`src/design/esc_pkg.sv`:
```
`default_nettype none
package esc_pkg;
    // Register indexes on the configuration port
    localparam logic [2:0] REG_TEMP  = 3'd0;
    localparam logic [2:0] REG_PA    = 3'd1;
    localparam logic [2:0] REG_PB    = 3'd2;
    localparam logic [2:0] REG_PC    = 3'd3;
    localparam logic [2:0] REG_HUM   = 3'd4;

    localparam int unsigned QDEPTH   = 4;
    localparam int unsigned DIV_STEPS = 32;

    typedef struct packed {
        logic [19:0] raw_temperature;
        logic [19:0] raw_pressure;
        logic [15:0] raw_humidity;
    } t_raw;

    typedef struct packed {
        logic [23:0] temperature_centi;
        logic [31:0] pressure_pa;
        logic        pressure_invalid;
        logic [16:0] humidity_q10;
    } t_res;

    typedef struct packed {
        logic [47:0] tc;
        logic [63:0] pa;
        logic [63:0] pb;
        logic [15:0] pc;
        logic [63:0] hc;
    } t_cal;

    function automatic logic [31:0] sar(input logic [31:0] v, input int s);
        sar = 32'($signed(v) >>> s);
    endfunction

    function automatic logic [31:0] sx16(input logic [15:0] v);
        sx16 = {{16{v[15]}}, v};
    endfunction
endpackage
`default_nettype wire

```
`src/design/esc_front.sv`:
```
`default_nettype none
// Front: register calibration, take raw frames into a short queue.
module esc_front
    import esc_pkg::*;
(
    input  wire logic        i_clk,
    input  wire logic        i_rst_n,
    input  wire logic        i_cfg_we,
    input  wire logic [2:0]  i_cfg_idx,
    input  wire logic [63:0] i_cfg_data,
    input  wire logic        i_valid,
    output logic             o_ready,
    input  wire t_raw        i_raw,
    output t_cal             o_cal,
    output logic             o_valid,
    input  wire logic        i_ready,
    output t_raw             o_raw
);
    localparam int AW = $clog2(QDEPTH);
    t_cal r_cal;
    t_raw r_mem [QDEPTH];
    logic [AW-1:0] r_wp, r_rp;
    logic [AW:0]   r_cnt;
    logic          w_push, w_pop;

    assign o_cal   = r_cal;
    assign o_ready = (r_cnt != (AW+1)'(QDEPTH));
    assign o_valid = (r_cnt != '0);
    assign o_raw   = r_mem[r_rp];
    assign w_push  = i_valid && o_ready;
    assign w_pop   = o_valid && i_ready;

    // Hold calibration words
    always_ff @(posedge i_clk) begin
        if (!i_rst_n) begin
            r_cal <= '0;
        end else if (i_cfg_we) begin
            unique case (i_cfg_idx)
                REG_TEMP: r_cal.tc <= i_cfg_data[47:0];
                REG_PA:   r_cal.pa <= i_cfg_data;
                REG_PB:   r_cal.pb <= i_cfg_data;
                REG_PC:   r_cal.pc <= i_cfg_data[15:0];
                REG_HUM:  r_cal.hc <= i_cfg_data;
                default: ;
            endcase
        end
    end

    // Queue storage
    always_ff @(posedge i_clk) begin
        if (w_push) r_mem[r_wp] <= i_raw;
    end

    // Advance pointers
    always_ff @(posedge i_clk) begin
        if (!i_rst_n) begin
            r_wp <= '0; r_rp <= '0; r_cnt <= '0;
        end else begin
            if (w_push) r_wp <= r_wp + 1'b1;
            if (w_pop)  r_rp <= r_rp + 1'b1;
            r_cnt <= r_cnt + (AW+1)'(w_push) - (AW+1)'(w_pop);
        end
    end
endmodule
`default_nettype wire

```
`config.mk`:
```
export PLATFORM = sky130hd
export DESIGN_NAME = esc_front
export DESIGN_NICKNAME = d
export VERILOG_FILES = /design/src/design/esc_pkg.sv /design/src/design/esc_front.sv
export SDC_FILE = /design/constraint.sdc
export NUM_CORES = 1
export LEC_CHECK = 0
export ABC_AREA = 1
export BUFFER_PORTS_ARGS = -buffer_cell sky130_fd_sc_hd__buf_4
export CELL_PAD_IN_SITES_DETAIL_PLACEMENT = 0
export CELL_PAD_IN_SITES_GLOBAL_PLACEMENT = 1
export CORE_MARGIN = 3
export CORE_UTILIZATION = 36
export CTS_CLUSTER_SIZE = 28
export DETAILED_ROUTE_END_ITERATION = 7
export PLACE_DENSITY_LB_ADDON = 0.1
export RECOVER_POWER = 100
export SYNTH_ARGS = -nofsm -noshare
export SYNTH_HDL_FRONTEND = slang
export SYNTH_SLANG_ARGS = --single-unit
```
`constraint.sdc`:
```
create_clock -name i_clk -period 3.3 [get_ports i_clk]
set_clock_uncertainty 0.05 [all_clocks]
set_input_delay 0.495 -clock i_clk [delete_from_list [all_inputs] [get_ports i_clk]]
set_output_delay 0.495 -clock i_clk [all_outputs]
set_load 0.05 [all_outputs]
```
==> metrics.cfg, run 1 <==
[run_status]
status = complete, but fails checks
failed_checks = max-capacitance violations, max-slew violations

[synth]
synthCells = 1968
yosysUniqueCellTypes = 23
ys_seq_elements = 489
netlist_area_mm2 = 0.0184
synth_seq_area_share = 0.655
yosysWarningCount = 0
syn-num-nets = 2103
syn_avg_cell_area_um2 = 9.33

[sta]
tns_ns = 0
hold_viol_final = 0
max_slew.worst_pin.slew_ns = 1.69
relSlewSlack = -0.127
min_period_ns = 3.03
finalSetupViolations = 0
rsz0062_at_grt = no
slew_viol_final = 316
min_period_over_period = 0.918
clock.fmax_ghz = 0.330

[power_and_ir_drop]
pwr-share-seq = 0.414
p_per_area_mw_per_mm2 = 743
clockPowerShare = 0.360
internal-power_mw = 11.3
irDropWorstVdd_v = 0.000439
leakage_nw = 8.75
p_sw_frac = 0.333
p_comb_frac = 0.226
p_sw_mw = 5.64

[clock_network]
htreeDepth = 2
cts_resized = 0
numCtsBuffers = 53
post_cts_buffers = 0
cts_tree = built
cts.sink_count = 489
clk_latency_ns = 0.59
clock-root-buffer = clkbuf_16
clkTransAtPathRegs_ns = 0.06
clock_path_buffers = 3
cts_hold_buf = 3

[grt]
antenna_found_initial = 6
grt_pass1_wl_um = 85500
grt_pass1_vias = 14029
grt_usage = 0.206
grt_max_degree = 84
grt_overflow_total = 0

[setup_path]
critPathLaunchType = flop
crit_path_max_fanout = 83
worstPathRequired_ns = 2.75
path_cells = buf_6 > o21ai_0 > o22ai_1 > clkbuf_2
worstSetupPathType = flop to primary output
reg2reg_depth = 5
cp_slowest_cell = dfxtp_4
end_kind = primary output
cpPeakStageDelay_ns = 0.54
cp.arrival_ns = 2.48

[placement]
dp_hpwl_um = 38100
io_buffers = 441
place_inst = 2974
gp_congestion = 0.783

[floorplanning]
die_area_mm2 = 0.0538
start_util = 0.365
row_count = 82
io_pins = 442
die_height_um = 232
coreArea_mm2 = 0.0503
die_x_um = 232

[final_layout]
utilization = 0.453
drive_gt1_frac = 0.102
area_growth_pct = 24.1
final_cell_mix = nor2_1, clkbuf_1, dfxtp_1
final_common_cell = nor2_1
layout.cells.non_filler = 3083
fin_nets = 2495
fillers = 5160

[route]
drt_iter0_drc = 657
post_drt_wl_per_cell_um = 18.6
routed_wl_um = 57400
drc_errors = 0
routed_via_density = 4.74
num_vias = 14626
drtPass1Iterations = 5
antenna_left = 0

[job]
drv_cap = 5

[hold_path]
min_path_cells = 1
hp-class = input pin to flop

## power by group through the flow
| stage | clock (mW) | combinational, mW | sequential [mW] |
|---|---|---|---|
| 4_1_cts | 6.28 | 4.20 | 6.99 |
| 6_report | 6.10 | 3.82 | 7.00 |
| 2_1_floorplan | 0 | 2.42 | 7.46 |
| 3_3_place_gp | 0 | 4.18 | 7.11 |
| 5_1_grt | 6.52 | 4.10 | 7.04 |
| 3_5_place_dp | 0 | 4.20 | 7.12 |
## per-stage QoR
step                hold WS [ns]  worst slack (ns)  power, mW  area, µm²
CTS                     0.000338             0.331       17.5      24200
global placement           0.414              1.03       11.3      22300
finish                     0.110             0.270       16.9      22800
global route              0.0740            0.0757       17.7      22800
floorplan                  0.398            -0.778       9.88      18400
detailed placement         0.424             0.993       11.3      22300
## cells by family after synthesis
logic type | synth area share
AO/OA/AOI/OAI | 0.0812
XOR/XNOR | 0.000477
adder cells (fa/ha/maj) | 0.00518
buffers and inverters | 0.0539
flip-flops | 0.655
AND/OR/NAND/NOR | 0.204
## flip-flops by register name, summed over array words and instances (netlist names), named ones only
register,count
r_rp,2
r_wp,2
r_mem,224
o_cal,256
r_cnt,3
## synth_stat cells, drive strengths merged
cell type / count / area share
a21oi: 4 / 0.0011
and2: 1 / 0.00034
buf: 71 / 0.020
clkbuf: 60 / 0.012
dfxtp: 265 / 0.29
edfxtp: 224 / 0.37
fa: 1 / 0.0011
ha: 6 / 0.0041
inv: 105 / 0.021
nand2: 239 / 0.049
nand3: 6 / 0.0016
nand4: 65 / 0.022
nor2: 640 / 0.13
o21ai: 224 / 0.061
o22ai: 56 / 0.019
xnor2: 1 / 0.00048
## layer usage
layer | GRT usage | wire (µm)
met5 | 0 | 40
met4 | 0.0666 | 1610
met3 | 0.0802 | 5120
met2 | 0.340 | 27600
met1 | 0.248 | 23100
## critical path, delay by kind of cell, from the launching register on
kind | cells | cell delay, ns
DFF | 1 | 0.54
buffers and inverters | 2 | 0.85
AOI/OAI and AO/OA | 2 | 0.45
## area by class of cell
type	count	area, µm²	area share
flip-flops and latches	489	12000	0.528
well taps	672	841	0.0369
repair buffers	468	2300	0.101
multi-input cells	1243	5390	0.236
diodes	6	15.0	0.000659
clock inverters	25	283	0.0124
clock buffers	75	1530	0.0671
inverters	105	394	0.0173
## path summary, 6_finish.rpt
path | startpoint | to | slack [ns]
setup / recovery | flop | o_raw[41] | 0.27
hold / removal | i_raw[12] | r_mem[0][12]$_DFFE_PP_ | 0.11
setup reg to reg | r_cnt[1]$_SDFF_PN0_ | r_mem[1][42]$_DFFE_PP_ | 0.57
hold reg to reg | o_cal[230]$_SDFFE_PN0P_ | o_cal[230]$_SDFFE_PN0P_ | 0.43
Power figures use the tool's default switching activity.
==> inputs of run 2 (changes only) <==
HOLD_SLACK_MARGIN = 0.12   (was unset)
==> run 2 against run 1 <==
Register-to-register slack is essentially flat. Clock-buffer cell count is the same. Cell area increased by 4.9%. Total power increased by 0.70%. Non-clock buffer count is 114 higher. The run still ends with max-capacitance violations, max-slew violations left. Die area did not move. Highest routed layer is now met4. Critical path type unchanged. Critical path depth stayed put. First-iteration DRC count increased by 11%. Combinational power up 3%.
==> metrics.cfg, run 2 (synthesis gave the netlist of run 1 again) <==
[run_status]
status = complete, but fails checks
failed_checks = max-capacitance violations, max-slew violations

[floorplanning]
row_count = 82  ; unchanged
die_x_um = 232  ; unchanged
die_height_um = 232  ; unchanged
die_area_mm2 = 0.0538  ; unchanged
start_util = 0.365  ; unchanged
io_pins = 442  ; unchanged
coreArea_mm2 = 0.0503  ; unchanged

[route]
drtPass1Iterations = 5  ; unchanged
routed_via_density = 4.72  ; -0.59%
drt_iter0_drc = 729  ; +11%
post_drt_wl_per_cell_um = 18.2  ; -2.2%
antenna_left = 0  ; unchanged
num_vias = 15058  ; +3.0%
routed_wl_um = 58200  ; +1.3%
drc_errors = 0  ; unchanged

[setup_path]
cp.arrival_ns = 2.48  ; about the same
worstPathRequired_ns = 2.75  ; about the same
worstSetupPathType = flop to primary output
critPathLaunchType = flop
crit_path_max_fanout = 83  ; unchanged
end_kind = primary output

[final_layout]
final_cell_mix = nor2_1, clkbuf_1, dfxtp_1
drive_gt1_frac = 0.0973  ; -0.00503
final_common_cell = nor2_1
utilization = 0.476  ; +0.0224
final_cell_area_mm2 = 0.0239  ; +4.9%
fillers = 5084  ; -1.5%
largest_reg_flops = 256  ; unchanged
fin_nets = 2609  ; +4.6%
area_growth_pct = 30.2

[placement]
place_area_mm2 = 0.0223  ; unchanged
pre_cts_slack_ns = 0.993  ; unchanged
dp_hpwl_um = 38100  ; unchanged
io_buffers = 441  ; unchanged
gp_congestion = 0.783  ; unchanged

[sta]
setup_ws_ns = 0.278  ; +0.00775 ns
slew_viol_final = 365  ; +16%
min_period_over_period = 0.916  ; -0.00235
hold_viol_final = 0  ; unchanged
clock.fmax_ghz = 0.331  ; +0.26%
rsz0062_at_grt = no
fin_hold_ws_ns = 0.158  ; +0.0477 ns
relSlewSlack = -0.106  ; +0.0210
min_period_ns = 3.02  ; -0.00775 ns
max_slew.worst_pin.slew_ns = 1.66  ; -0.0314 ns
finalSetupViolations = 0  ; unchanged

[grt]
grt_pass1_wl_um = 87400  ; +2.2%
grt_overflow_total = 0  ; unchanged
grt_usage = 0.210  ; +0.00354
grt_pass1_vias = 14563  ; +3.8%
antenna_found_initial = 2  ; -4
grt_max_degree = 84  ; unchanged

[clock_network]
cts_tree = built
clock-root-buffer = clkbuf_16
clk_latency_ns = 0.60  ; about the same
numCtsBuffers = 53  ; unchanged
clkTransAtPathRegs_ns = 0.06  ; about the same
clock_path_buffers = 3  ; unchanged
cts.sink_count = 489  ; unchanged
htreeDepth = 2  ; unchanged
post_cts_buffers = 0  ; unchanged

[power_and_ir_drop]
power_mw = 17.0  ; +0.70%
leakage_nw = 9.23  ; +5.5%
p_per_area_mw_per_mm2 = 713  ; -4.0%
irDropWorstVdd_v = 0.000446  ; +1.5%

[job]
drv_cap = 6  ; +1

[hold_path]
hp-class = input pin to flop

[run 2: layout make-up]
type	count	area (µm²)	area share
Antenna cell	2	5.00	0.000209
Clock buffer	75	1530	0.0639
Tap cell	672	841	0.0352
Multi-Input combinational cell	1243	5390	0.225
Sequential cell	489	12000	0.503
Clock inverter	25	283	0.0118
Inverter	105	394	0.0165
Timing Repair Buffer	582	3440	0.144
[run 2: final timing paths]
path | from | end | slack, ns | cells after the start
min reg2reg | o_cal[230]$_SDFFE_PN0P_ | o_cal[230]$_SDFFE_PN0P_ | 0.43 | 2
max | flop | o_raw[44] | 0.28 | 4
min | i_cfg_data[42] | o_cal[42]$_SDFFE_PN0P_ | 0.16 | 3
max reg2reg | r_cnt[1]$_SDFF_PN0_ | r_mem[1][42]$_DFFE_PP_ | 0.57 | 5
[run 2: metrics by stage]
stage	setup TNS, ns	cells
CTS	0	3191
global route	0	3192
detailed placement	0	2974
finish	0	3193
floorplan	-174.28	1968
global placement	0	2974
[run 2: power by group]
group          internal [mW]  switching (mW)  leakage [nW]  total [mW]
registers               6.83           0.169          4.21        7.00
logic                  0.910            3.03          4.12        3.94
clock network           3.63            2.47         0.899        6.11
total                   11.4            5.67          9.23        17.0
[run 2: critical path, stage by stage, from the launching register on]
cell,delay [ns]
dfxtp_4,0.54
buf_6,0.51
o21ai_0,0.18
o22ai_1,0.26
clkbuf_2,0.33
[run 2: layer usage]
layer | up-vias | track usage | routed length [µm]
met3 | 96 | 0.0751 | 4770
met5 | - | 0 | 0
met2 | 384 | 0.349 | 28000
met4 | 0 | 0.0668 | 1780
li1 | 7461 | - | -
met1 | 7117 | 0.254 | 23600
[run 2: what timing repair did]
item	in CTS	in global routing
gates resized for setup	0	0
endpoints found under the hold margin	318	0
hold buffers	117	0
